[src/hw/rtl/hrlp_pkg.sv]
// shared types, constants and tables of the http request line parser
`default_nettype none

package hrlp_pkg;

   // request size limit and the byte counter that saturates at it
   localparam int MAX_REQUEST_BYTES = 4096;
   localparam int COUNT_W           = $clog2(MAX_REQUEST_BYTES + 1);

   typedef logic [7:0]         byte_type;
   typedef logic [1:0]         kind_type;
   typedef logic [2:0]         method_type;
   typedef logic [1:0]         status_type;
   typedef logic [COUNT_W-1:0] count_type;

   // result kinds
   localparam kind_type KIND_PATH    = 2'd0;
   localparam kind_type KIND_QUERY   = 2'd1;
   localparam kind_type KIND_VERDICT = 2'd2;

   // verdicts
   localparam status_type STATUS_OK      = 2'd0;
   localparam status_type STATUS_BAD     = 2'd1;
   localparam status_type STATUS_VERSION = 2'd2;

   // method codes
   localparam method_type METHOD_GET     = 3'd0;
   localparam method_type METHOD_POST    = 3'd1;
   localparam method_type METHOD_PUT     = 3'd2;
   localparam method_type METHOD_DELETE  = 3'd3;
   localparam method_type METHOD_CONNECT = 3'd4;
   localparam method_type METHOD_HEAD    = 3'd5;
   localparam method_type METHOD_OPTIONS = 3'd6;
   localparam method_type METHOD_TRACE   = 3'd7;
   localparam int         METHOD_COUNT   = 8;

   // character codes
   localparam byte_type CHAR_NUL   = 8'd0;
   localparam byte_type CHAR_LF    = 8'd10;
   localparam byte_type CHAR_CR    = 8'd13;
   localparam byte_type CHAR_SPACE = 8'd32;
   localparam byte_type CHAR_QMARK = 8'd63;

   // version text, first character in the top byte
   localparam logic [63:0] VERSION_TEXT = "http/1.1";

   // fold upper-case letters to lower case
   function automatic byte_type lower_byte(input byte_type c);
      byte_type r;
      r = c;
      if (c >= 8'd65 && c <= 8'd90) begin
         r = c + 8'd32;
      end
      return r;
   endfunction

   // method name, left aligned, first character in the top byte
   function automatic logic [63:0] method_text(input method_type m);
      logic [63:0] r;
      case (m)
         METHOD_GET:     r = {"get", 40'h0};
         METHOD_POST:    r = {"post", 32'h0};
         METHOD_PUT:     r = {"put", 40'h0};
         METHOD_DELETE:  r = {"delete", 16'h0};
         METHOD_CONNECT: r = {"connect", 8'h0};
         METHOD_HEAD:    r = {"head", 32'h0};
         METHOD_OPTIONS: r = {"options", 8'h0};
         METHOD_TRACE:   r = {"trace", 24'h0};
         default:        r = '0;
      endcase
      return r;
   endfunction

   // length of each method name
   function automatic logic [3:0] method_len(input method_type m);
      logic [3:0] r;
      case (m)
         METHOD_GET:     r = 4'd3;
         METHOD_POST:    r = 4'd4;
         METHOD_PUT:     r = 4'd3;
         METHOD_DELETE:  r = 4'd6;
         METHOD_CONNECT: r = 4'd7;
         METHOD_HEAD:    r = 4'd4;
         METHOD_OPTIONS: r = 4'd7;
         METHOD_TRACE:   r = 4'd5;
         default:        r = 4'd0;
      endcase
      return r;
   endfunction

   // character k of a 64-bit left-aligned text
   function automatic byte_type text_char(input logic [63:0] text, input logic [2:0] k);
      logic [5:0] pos;
      pos = {3'd7 - k, 3'b000};
      return text[pos +: 8];
   endfunction

endpackage

`default_nettype wire

[src/hw/rtl/hrlp_if.sv]
// valid/ready channel interfaces for request bytes and parser results
`default_nettype none

interface hrlp_req_if;
   logic              valid;
   logic              ready;
   hrlp_pkg::byte_type data_byte;
   logic              is_end;

   modport source (output valid, output data_byte, output is_end, input ready);
   modport sink   (input valid, input data_byte, input is_end, output ready);
endinterface

interface hrlp_rsp_if;
   logic                 valid;
   logic                 ready;
   hrlp_pkg::kind_type   kind;
   hrlp_pkg::byte_type   uri_byte;
   hrlp_pkg::method_type method_code;
   hrlp_pkg::status_type status;

   modport source (output valid, output kind, output uri_byte, output method_code,
                   output status, input ready);
   modport sink   (input valid, input kind, input uri_byte, input method_code,
                   input status, output ready);
endinterface

`default_nettype wire

[src/hw/rtl/http_request_line_parser_unit.sv]
// http request line parser: method match, uri streaming and version check
//
//   channel   | dir | carries
//   ----------+-----+----------------------------------------------------
//   req_chan  | in  | one request byte or an end marker per transfer
//   rsp_chan  | out | uri path/query byte or at most one verdict per request
//
// one byte per cycle sustained while rsp_chan takes results: a byte is held
// in the input register, is parsed against the line state and lands in the
// result register. both registers advance together whenever the result
// register is empty or being taken, so a stall on rsp_chan backs up into
// req_chan. synchronous reset returns the parser to the method phase with
// both registers empty.
`default_nettype none

module http_request_line_parser_unit (
   input  logic       clock,
   input  logic       reset,
   hrlp_req_if.sink   req_chan,
   hrlp_rsp_if.source rsp_chan
);
   import hrlp_pkg::*;

   typedef enum logic [2:0] {
      PH_METHOD,
      PH_URI_FIRST,
      PH_PATH,
      PH_QUERY,
      PH_VER_FIRST,
      PH_VER,
      PH_CR,
      PH_DONE
   } phase_type;

   // input register
   logic     in_valid_ff, in_valid_in;
   byte_type in_byte_ff,  in_byte_in;
   logic     in_end_ff,   in_end_in;

   // line state
   phase_type  phase_ff,    phase_in;
   logic [7:0] mask_ff,     mask_in;
   logic [3:0] m_idx_ff,    m_idx_in;
   method_type found_ff,    found_in;
   logic [3:0] v_idx_ff,    v_idx_in;
   logic       v_bad_ff,    v_bad_in;
   count_type  count_ff,    count_in;

   // result register
   logic       out_valid_ff, out_valid_in;
   kind_type   kind_ff,      kind_in;
   byte_type   uri_ff,       uri_in;
   method_type method_ff,    method_in;
   status_type status_ff,    status_in;

   logic       advance;
   logic       process;
   byte_type   c;
   byte_type   lc;
   logic [7:0] mask_char;
   logic       method_hit;
   method_type method_hit_code;
   logic       ver_char_bad;

   // both registers move when the result slot is free or being emptied
   assign advance        = !out_valid_ff || rsp_chan.ready;
   assign req_chan.ready = !in_valid_ff || advance;
   assign process        = in_valid_ff && advance;

   // over-limit bytes behave as a zero byte
   assign c  = (count_ff >= count_type'(MAX_REQUEST_BYTES)) ? CHAR_NUL : in_byte_ff;
   assign lc = lower_byte(c);

   // per-method character compare and end-of-name match
   always_comb begin
      mask_char       = mask_ff;
      method_hit      = 1'b0;
      method_hit_code = METHOD_GET;
      for (int j = METHOD_COUNT - 1; j >= 0; j--) begin
         if (m_idx_ff >= method_len(method_type'(j)) ||
             text_char(method_text(method_type'(j)), m_idx_ff[2:0]) != lc) begin
            mask_char[j] = 1'b0;
         end
         if (mask_ff[j] && method_len(method_type'(j)) == m_idx_ff) begin
            method_hit      = 1'b1;
            method_hit_code = method_type'(j);
         end
      end
   end

   // version character compare
   assign ver_char_bad = (v_idx_ff >= 4'd8) ||
                         (text_char(VERSION_TEXT, v_idx_ff[2:0]) != lc);

   // next state of the line parser and the result register
   always_comb begin
      in_valid_in  = in_valid_ff;
      in_byte_in   = in_byte_ff;
      in_end_in    = in_end_ff;
      phase_in     = phase_ff;
      mask_in      = mask_ff;
      m_idx_in     = m_idx_ff;
      found_in     = found_ff;
      v_idx_in     = v_idx_ff;
      v_bad_in     = v_bad_ff;
      count_in     = count_ff;
      out_valid_in = out_valid_ff;
      kind_in      = kind_ff;
      uri_in       = uri_ff;
      method_in    = method_ff;
      status_in    = status_ff;

      // input register load
      if (req_chan.ready) begin
         in_valid_in = req_chan.valid;
         in_byte_in  = req_chan.data_byte;
         in_end_in   = req_chan.is_end;
      end

      if (advance) begin
         out_valid_in = 1'b0;
         kind_in      = KIND_VERDICT;
         uri_in       = '0;
         method_in    = found_ff;
         status_in    = STATUS_OK;
      end

      if (process) begin
         if (in_end_ff) begin
            // end marker: late verdict if a line was under way, then clear
            if (count_ff != '0 && phase_ff != PH_DONE) begin
               out_valid_in = 1'b1;
               status_in    = STATUS_BAD;
            end
            phase_in = PH_METHOD;
            mask_in  = '1;
            m_idx_in = '0;
            found_in = METHOD_GET;
            v_idx_in = '0;
            v_bad_in = 1'b0;
            count_in = '0;
         end else if (phase_ff != PH_DONE) begin
            if (count_ff < count_type'(MAX_REQUEST_BYTES)) begin
               count_in = count_ff + count_type'(1);
            end
            case (phase_ff)
               PH_METHOD: begin
                  if (c == CHAR_NUL) begin
                     out_valid_in = 1'b1;
                     status_in    = STATUS_BAD;
                     phase_in     = PH_DONE;
                  end else if (c == CHAR_SPACE) begin
                     if (method_hit) begin
                        found_in = method_hit_code;
                        phase_in = PH_URI_FIRST;
                     end else begin
                        out_valid_in = 1'b1;
                        status_in    = STATUS_BAD;
                        phase_in     = PH_DONE;
                     end
                  end else begin
                     mask_in = mask_char;
                     if (m_idx_ff < 4'd8) begin
                        m_idx_in = m_idx_ff + 4'd1;
                     end
                  end
               end
               PH_URI_FIRST, PH_PATH, PH_QUERY: begin
                  if (c == CHAR_NUL ||
                      (phase_ff == PH_URI_FIRST && c == CHAR_SPACE)) begin
                     out_valid_in = 1'b1;
                     status_in    = STATUS_BAD;
                     phase_in     = PH_DONE;
                  end else if (c == CHAR_SPACE) begin
                     phase_in = PH_VER_FIRST;
                  end else if (phase_ff != PH_QUERY && c == CHAR_QMARK) begin
                     phase_in = PH_QUERY;
                  end else begin
                     out_valid_in = 1'b1;
                     kind_in      = (phase_ff == PH_QUERY) ? KIND_QUERY : KIND_PATH;
                     uri_in       = c;
                     phase_in     = (phase_ff == PH_QUERY) ? PH_QUERY : PH_PATH;
                  end
               end
               PH_VER_FIRST, PH_VER: begin
                  if (c == CHAR_NUL ||
                      (phase_ff == PH_VER_FIRST && c == CHAR_SPACE)) begin
                     out_valid_in = 1'b1;
                     status_in    = STATUS_BAD;
                     phase_in     = PH_DONE;
                  end else if (c == CHAR_CR) begin
                     phase_in = PH_CR;
                  end else if (c == CHAR_LF) begin
                     out_valid_in = 1'b1;
                     status_in    = (v_bad_ff || v_idx_ff != 4'd8) ? STATUS_VERSION
                                                                   : STATUS_OK;
                     phase_in     = PH_DONE;
                  end else begin
                     phase_in = PH_VER;
                     if (ver_char_bad) begin
                        v_bad_in = 1'b1;
                     end
                     if (v_idx_ff < 4'd9) begin
                        v_idx_in = v_idx_ff + 4'd1;
                     end
                  end
               end
               PH_CR: begin
                  out_valid_in = 1'b1;
                  phase_in     = PH_DONE;
                  if (c == CHAR_LF) begin
                     status_in = (v_bad_ff || v_idx_ff != 4'd8) ? STATUS_VERSION
                                                                : STATUS_OK;
                  end else begin
                     status_in = STATUS_BAD;
                  end
               end
               default: begin
                  phase_in = phase_ff;
               end
            endcase
         end
      end
   end

   // state and registered outputs
   always_ff @(posedge clock) begin
      if (reset) begin
         in_valid_ff  <= 1'b0;
         out_valid_ff <= 1'b0;
         phase_ff     <= PH_METHOD;
         mask_ff      <= '1;
         m_idx_ff     <= '0;
         found_ff     <= METHOD_GET;
         v_idx_ff     <= '0;
         v_bad_ff     <= 1'b0;
         count_ff     <= '0;
      end else begin
         in_valid_ff  <= in_valid_in;
         out_valid_ff <= out_valid_in;
         phase_ff     <= phase_in;
         mask_ff      <= mask_in;
         m_idx_ff     <= m_idx_in;
         found_ff     <= found_in;
         v_idx_ff     <= v_idx_in;
         v_bad_ff     <= v_bad_in;
         count_ff     <= count_in;
      end
      in_byte_ff <= in_byte_in;
      in_end_ff  <= in_end_in;
      kind_ff    <= kind_in;
      uri_ff     <= uri_in;
      method_ff  <= method_in;
      status_ff  <= status_in;
   end

   // result channel
   assign rsp_chan.valid       = out_valid_ff;
   assign rsp_chan.kind        = kind_ff;
   assign rsp_chan.uri_byte    = uri_ff;
   assign rsp_chan.method_code = method_ff;
   assign rsp_chan.status      = status_ff;

endmodule

`default_nettype wire

[src/flat_wrapper.sv]
// flat-port wrapper written by rule: the top's interface ports become plain ports
module http_request_line_parser_unit_flat import hrlp_pkg::*;
  (clock, reset, req_chan_valid, req_chan_data_byte, req_chan_is_end, req_chan_ready, rsp_chan_valid, rsp_chan_kind, rsp_chan_uri_byte, rsp_chan_method_code, rsp_chan_status, rsp_chan_ready);
  hrlp_req_if req_chan_i ();
  hrlp_rsp_if rsp_chan_i ();
  input  logic clock;
  input  logic reset;
  input wire logic [$bits(req_chan_i.valid)-1:0] req_chan_valid;
  input wire logic [$bits(req_chan_i.data_byte)-1:0] req_chan_data_byte;
  input wire logic [$bits(req_chan_i.is_end)-1:0] req_chan_is_end;
  output wire logic [$bits(req_chan_i.ready)-1:0] req_chan_ready;
  output wire logic [$bits(rsp_chan_i.valid)-1:0] rsp_chan_valid;
  output wire logic [$bits(rsp_chan_i.kind)-1:0] rsp_chan_kind;
  output wire logic [$bits(rsp_chan_i.uri_byte)-1:0] rsp_chan_uri_byte;
  output wire logic [$bits(rsp_chan_i.method_code)-1:0] rsp_chan_method_code;
  output wire logic [$bits(rsp_chan_i.status)-1:0] rsp_chan_status;
  input wire logic [$bits(rsp_chan_i.ready)-1:0] rsp_chan_ready;
  assign req_chan_i.valid = req_chan_valid;
  assign req_chan_i.data_byte = req_chan_data_byte;
  assign req_chan_i.is_end = req_chan_is_end;
  assign req_chan_ready = req_chan_i.ready;
  assign rsp_chan_valid = rsp_chan_i.valid;
  assign rsp_chan_kind = rsp_chan_i.kind;
  assign rsp_chan_uri_byte = rsp_chan_i.uri_byte;
  assign rsp_chan_method_code = rsp_chan_i.method_code;
  assign rsp_chan_status = rsp_chan_i.status;
  assign rsp_chan_i.ready = rsp_chan_ready;
  http_request_line_parser_unit u_core (.clock(clock), .reset(reset), .req_chan(req_chan_i), .rsp_chan(rsp_chan_i));
endmodule
[config.mk]
export PLATFORM = sky130hd
export DESIGN_NAME = http_request_line_parser_unit_flat
export DESIGN_NICKNAME = d
export VERILOG_FILES = /design/src/hw/rtl/hrlp_pkg.sv /design/src/hw/rtl/hrlp_if.sv /design/src/hw/rtl/http_request_line_parser_unit.sv /design/src/flat_wrapper.sv
export SDC_FILE = /design/constraint.sdc
export NUM_CORES = 1
export LEC_CHECK = 0
export BUFFER_PORTS_ARGS = -buffer_cell sky130_fd_sc_hd__buf_4
export CORE_UTILIZATION = 57
export CTS_BUF_LIST = sky130_fd_sc_hd__clkbuf_2
export DETAILED_ROUTE_END_ITERATION = 12
export GPL_TIMING_DRIVEN = 0
export PLACE_DENSITY = 0.86
export SYNTH_ARGS = -nofsm -noshare
export SYNTH_HDL_FRONTEND = slang
export SYNTH_SLANG_ARGS = --single-unit
[constraint.sdc]
create_clock -name clock -period 2.4 [get_ports clock]
set_input_delay 0.36 -clock clock [delete_from_list [all_inputs] [get_ports clock]]
set_output_delay 0.36 -clock clock [all_outputs]
set_load 0.02 [all_outputs]
# [Yosys cells after proc, flatten, opt, wreduce, memory -nomap -nowiden]
# Index checks and enable logic that the tools add are counted.
[word_totals] wordCells=269 output_inout_bits=17 reg_bits=62
[op_classes] n_mux=120 eq_ne=33 magnitude_cmp=12 n_addsub=6 shift=9 reduce_logical=67
[ops] cell="$shiftx A64 B7 Y8 const A" count=9
[ops] cell="$mux W8" count=15
[ops] cell="$mux W3" count=24
[ops] cell="$ne A8 B8 Y1" count=9
[ops] cell="$reduce_and A6 Y1" count=10
[ops] cell="$mux W4" count=13
[ops] cell="$mux W2" count=23
[ops] cell="$mux W1" count=39
[ops] cell="$mux W13" count=3
[ops] cell="$reduce_bool A2 Y1" count=17
[ops] cell="$eq A3 B4 Y1 const A" count=4
[ops] cell="$eq A8 B4 Y1 const B" count=2
[ops] cell="$eq A8 B6 Y1 const B" count=2
[ops] cell="$ge A4 B3 Y1 const B" count=4
[ops] cell="$logic_and A1 B1 Y1" count=14
[ops] cell="$logic_or A1 B1 Y1" count=14
[ops] cell="$reduce_and A7 Y1" count=2
[ops] cell="$add A13 B1 Y13 const B" count=1
[ops] cell="$ge A13 B13 Y1 const B" count=1
[ops] cell="$lt A13 B13 Y1 const B" count=1
[ops] cell="$reduce_bool A13 Y1" count=1
[ops] cell="$pmux W3 S4" count=1
[ops] cell="$ne A2 B1 Y1 const B" count=5
[ops] cell="$eq A3 B3 Y1 const B" count=3
[ops] cell="other kinds (25)" count=30

# [Longest topological paths before layout]
[logic_depth] ltp_word=17 mapped_depth=10 ltp_nobuf=8

# [Least setup slack after synthesis]
# OpenSTA, ideal clock, no wires.
[synth_timing] path_type="reg2reg" startpoint="register u_core.m_idx_ff[1]" endpoint="register u_core.out_valid_ff (netlist: u_core.rsp_chan.valid)" synth_period_minus_slack_ns=2.231 arrival_ns=2.142 setup_ns=0.088 n_path_buf=1 slack_ns=0.169 stages_incl_launch_ff=9 path_cell_list="dfxtp_1 -> clkbuf_1 -> inv_1 -> ha_1 -> a22o_1 -> a221oi_2 -> nand4_1 -> o211a_1 -> a311oi_2"
[synth_via] elab_chain_cells=17 elab_cells_between_ends=28
[synth_lines] item="from (decl)" line="http_request_line_parser_unit.sv:43" rtl="logic [3:0] m_idx_ff, m_idx_in;"
[synth_lines] item="from (signal assigned)" line="http_request_line_parser_unit.sv:243" rtl="m_idx_ff <= m_idx_in;"
[synth_lines] item="$eq A3 B4 Y1" line="http_request_line_parser_unit.sv:84" rtl="if (mask_ff[j] && method_len(method_type'(j)) == m_idx_ff) begin"
[synth_lines] item="$logic_and A1 B1 Y1" line="http_request_line_parser_unit.sv:84"
[synth_lines] item="$mux W1 (7 in series)" line="http_request_line_parser_unit.sv:84"
[synth_lines] item="$mux W1 *" line="http_request_line_parser_unit.sv:84"
[synth_lines] item="$mux W1 *" line="http_request_line_parser_unit.sv:153" rtl="if (method_hit) begin"
[synth_lines] item="$mux W1 *" line="http_request_line_parser_unit.sv:152" rtl="end else if (c == CHAR_SPACE) begin"
[synth_lines] item="$mux W1 *" line="http_request_line_parser_unit.sv:148" rtl="if (c == CHAR_NUL) begin"
[synth_lines] item="$pmux W1 S4 *" line="http_request_line_parser_unit.sv:146" rtl="case (phase_ff)"
[synth_lines] item="$mux W1 *" line="http_request_line_parser_unit.sv:142" rtl="end else if (phase_ff != PH_DONE) begin"
[synth_lines] item="$mux W1 *" line="http_request_line_parser_unit.sv:129" rtl="if (in_end_ff) begin"
[synth_lines] item="$mux W1 *" line="http_request_line_parser_unit.sv:128" rtl="if (process) begin"
[synth_lines] item="to (signal assigned)" line="http_request_line_parser_unit.sv:240" rtl="out_valid_ff <= out_valid_in;"
[synth_lines] item="to (decl)" line="http_request_line_parser_unit.sv:50" rtl="logic out_valid_ff, out_valid_in;"
# Every way passes the cells marked *; elsewhere a longest branch is shown, timed or not.
# A chain may end at the register's enable or synchronous reset.

# [Worst setup path after layout]
[layout_timing] startpoint="register u_core.m_idx_ff[2]" endpoint="register u_core.mask_ff[2]"
[layout_via] elab_chain_cells=6 elab_cells_between_ends=7
[layout_lines] item="$sub A3 B3 Y3" line="hrlp_pkg.sv:94" rtl="pos = {3'd7 - k, 3'b000};"
[layout_lines] item="$shiftx A64 B7 Y8" line="hrlp_pkg.sv:95" rtl="return text[pos +: 8];"
[layout_lines] item="$ne A8 B8 Y1" line="http_request_line_parser_unit.sv:81" rtl="text_char(method_text(method_type'(j)), m_idx_ff[2:0]) != lc) begin"
[layout_lines] item="$logic_or A1 B1 Y1 *" line="http_request_line_parser_unit.sv:80" rtl="if (m_idx_ff >= method_len(method_type'(j)) ||"
[layout_lines] item="$reduce_bool A2 Y1 (no line) *"
[layout_lines] item="$reduce_and A6 Y1 (no line) *"
[layout_lines] item="to (signal assigned)" line="http_request_line_parser_unit.sv:242" rtl="mask_ff <= mask_in;"
[layout_lines] item="to (decl)" line="http_request_line_parser_unit.sv:42" rtl="logic [7:0] mask_ff, mask_in;"
# Marked as above.

==> results.ini <==
[layout]
seq_area_um2 = 1370
fillers = 660
antennaDiodeCount = 0
fin_util = 0.649
nNetsFinal = 600
synthToLayoutAreaGrowth_pct = 10.5
layout-drive-gt1-share = 0.189
multi_input_area_um2 = 2870

[sta]
finalCriticalPeriod_ns = 2.30
worst_clock_skew_ns = 0.0439
clock.fmax_mhz = 435
setup_viol = 0
tightest_slew_ns = 1.12
setup_ws_ns = 0.101
post-route-period-util = 0.958
slew_headroom = 0.243
hold_violations = 0
slew_viol_final = 0

[routing]
wl_mm = 13.2
wl_per_cell_um = 19.4
drt_iter0_drc = 616
drtPass1Iterations = 5
vias_per_cell = 6.65
route.detailed.drc = 0
antenna_left = 0
vias = 4518

[power_and_ir_drop]
powerDensity_nw_per_um2 = 421
peakVddDrop_v = 0.000258
leakage_nw = 1.79

[floorplan]
die_w_um = 91.0
die_h_um = 91.0
num_io_pins = 30
fp.dieArea_um2 = 8280
fp-row-count = 32
core_area_um2 = 7690
initial_core_util = 0.587

[grt]
grt_first_pass_wirelength_mm = 21.2
antenna_found_initial = 0
grt-ovfl-total = 0
grt_max_degree = 13
grt_pass1_vias = 4080
grtUsageTotal = 0.325

[placed_design]
dp_slack_ns = -0.292
gp_congestion = 0.990
port-buffer-count = 28
dp_hpwl_mm = 9.73

[synth]
yosysSeqAreaShare = 0.302
synthesis.nets = 566
ys_top_cells_by_area = dfxtp_1, edfxtp_1, ha_1
yosys.cell_count.top_type = dfxtp_1
yosysWarnings = 0
ys_ff_latch = 62
synth_edf_count = 12
synth_common_cells = dfxtp_1, nor2_1, a21oi_1
synth_top_cell_area_share = 0.222
synth_cell_types = 86
synth_largest_area_cell = dfxtp_1
async_reset_ff_frac = 0
syn_avg_cell_area_um2 = 8.37
synthFlopType = dfxtp_1
netlist_area_um2 = 4510
netlist_instances = 539

[clock_network]
cts.sinks = 62
cts_tree = built
clk_latency_ns = 0.51
numCtsBuffers = 9
path_clk_slew_ns = 0.17
cts-hold-fix-buffers = 0
htree_levels = 3
cts_root_buf = clkbuf_2
cts_setup_buffers = 0
clock_path_buffers = 2

[critical_path]
path_class = reg -> reg
critPathRequiredTime_ns = 2.82
worstRegToRegCells = 8
worstSetupEndpointType = flop
crit_fanout = 10
r2r_slack_ns = 0.10
cp.arrival_ns = 2.72
r2r_end = u_core.mask_ff[2]
critPathLaunchType = flop
timing.rr.start = u_core.m_idx_ff[2]

[status]
outcome = completed

[worst_hold_path]
hold_path_end = u_core.in_byte_ff[1]
min-delay-start = req_chan_data_byte[1]
hold_depth = 1
worstHoldPathType = in -> reg

[flow_run]
drv_cap = 0

[cell usage in the layout, fill, tap and decap left out, types with 5 or more instances in the layout]
| cell type | count |
|---|---|
| and3_1 | 6 |
| inv_1 | 24 |
| nor3b_1 | 5 |
| ha_1 | 12 |
| buf_2 | 13 |
| a22o_1 | 9 |
| o211ai_1 | 9 |
| clkbuf_2 | 15 |
| a21oi_1 | 32 |
| nor2_1 | 46 |
| xnor2_1 | 19 |
| xor2_1 | 5 |
| edfxtp_1 | 12 |
| nand2_1 | 27 |
| nand4_1 | 12 |
| o21ai_0 | 20 |
| a22oi_1 | 5 |
| nor4_1 | 8 |
| o2111ai_1 | 5 |
| buf_4 | 29 |
| nor2b_1 | 22 |
| o31ai_1 | 5 |
| clkbuf_1 | 15 |
| or3_1 | 8 |
| nor3_1 | 13 |
| nand3_1 | 18 |
| a31oi_1 | 10 |
| dfxtp_1 | 47 |
| o21ai_1 | 6 |
[registers in the layout, indices dropped and copies added (netlist names), 2 cells and up]
name	flops
u_core.rsp_chan.method_code	3
u_core.rsp_chan.uri_byte	8
u_core.in_byte_ff	8
u_core.rsp_chan.status	2
u_core.count_ff	13
u_core.v_idx_ff	4
u_core.phase_ff	3
u_core.rsp_chan.kind	2
u_core.m_idx_ff	4
u_core.found_ff	3
u_core.mask_ff	8
[what timing repair did]
action / in CTS / in global routing
setup endpoints to repair: 20 / 29
gates resized for setup: 11 / 12
endpoints found under the hold margin: 0 / 0
[how the worst max path moves through the flow]
stage	startpoint	slack, ns	to
floorplan	u_core.m_idx_ff[1]	0.17	u_core.rsp_chan.valid
finish	u_core.m_idx_ff[2]	0.10	u_core.mask_ff[2]
global placement	u_core.m_idx_ff[1]	-0.25	u_core.rsp_chan.valid
CTS	u_core.m_idx_ff[1]	0.0006	u_core.mask_ff[6]
global route	u_core.m_idx_ff[2]	-0.01	u_core.mask_ff[2]
detailed placement	u_core.m_idx_ff[1]	-0.29	u_core.rsp_chan.valid
[layout make-up]
cell class                 instances  share of cell area
sequential                        62               0.274
inverter                          27              0.0213
buffer                            40              0.0407
tap                              102              0.0256
multi-input combinational        405               0.576
clock buffer                      10              0.0100
clock inverter                     5              0.0100
timing repair buffer              28              0.0422
[where the power goes]
group | switching, mW | internal, mW | leakage, nW
combinational | 0.217 | 0.135 | 1.18
clock | 0.389 | 0.234 | 0.0695
sequential | 0.0364 | 1.09 | 0.539
total | 0.642 | 1.46 | 1.79
[worst max-delay path, stage by stage (launching register included)]
cell and delay [ns]:
dfxtp_2 0.48, buf_2 0.28, clkinv_2 0.19, ha_1 0.40, xor2_1 0.20, o22a_1 0.23, o32ai_1 0.13, o2111ai_1 0.17
o21ai_1 0.14
[metrics by stage]
step | hold slack [ns] | power (mW) | setup TNS, ns | instance area (µm²) | instances
finish | 0.0448 | 2.10 | 0 | 4990 | 679
global route | 0.0205 | 2.16 | -0.0125 | 4990 | 679
CTS | 0.0375 | 2.09 | 0 | 4970 | 683
detailed placement | 0.430 | 1.48 | -2.32 | 4850 | 669
global placement | 0.416 | 1.47 | -2.28 | 4850 | 669
floorplan | 0.408 | 1.38 | 0 | 4510 | 539
[metal layers]
layer / vias to the layer above / track usage / wire length, µm
met5: - / 0 / 0
met4: 0 / 0.104 / 338
met3: 36 / 0.0737 / 1570
met2: 307 / 0.503 / 5870
met1: 2097 / 0.450 / 5410
li1: 2078 / - / -
[cell families (layout without fill, tap and decap cells)]
family	Yosys count	count (layout)	share of synthesized area
mux	5	5	0.0116
compound gates	155	155	0.260
xor+xnor	24	24	0.0466
simple gates	205	205	0.268
flops	62	62	0.302
buf+inv	72	110	0.0693
fa+ha+maj	16	16	0.0438
No activity file was read; power rests on OpenSTA's default activity.
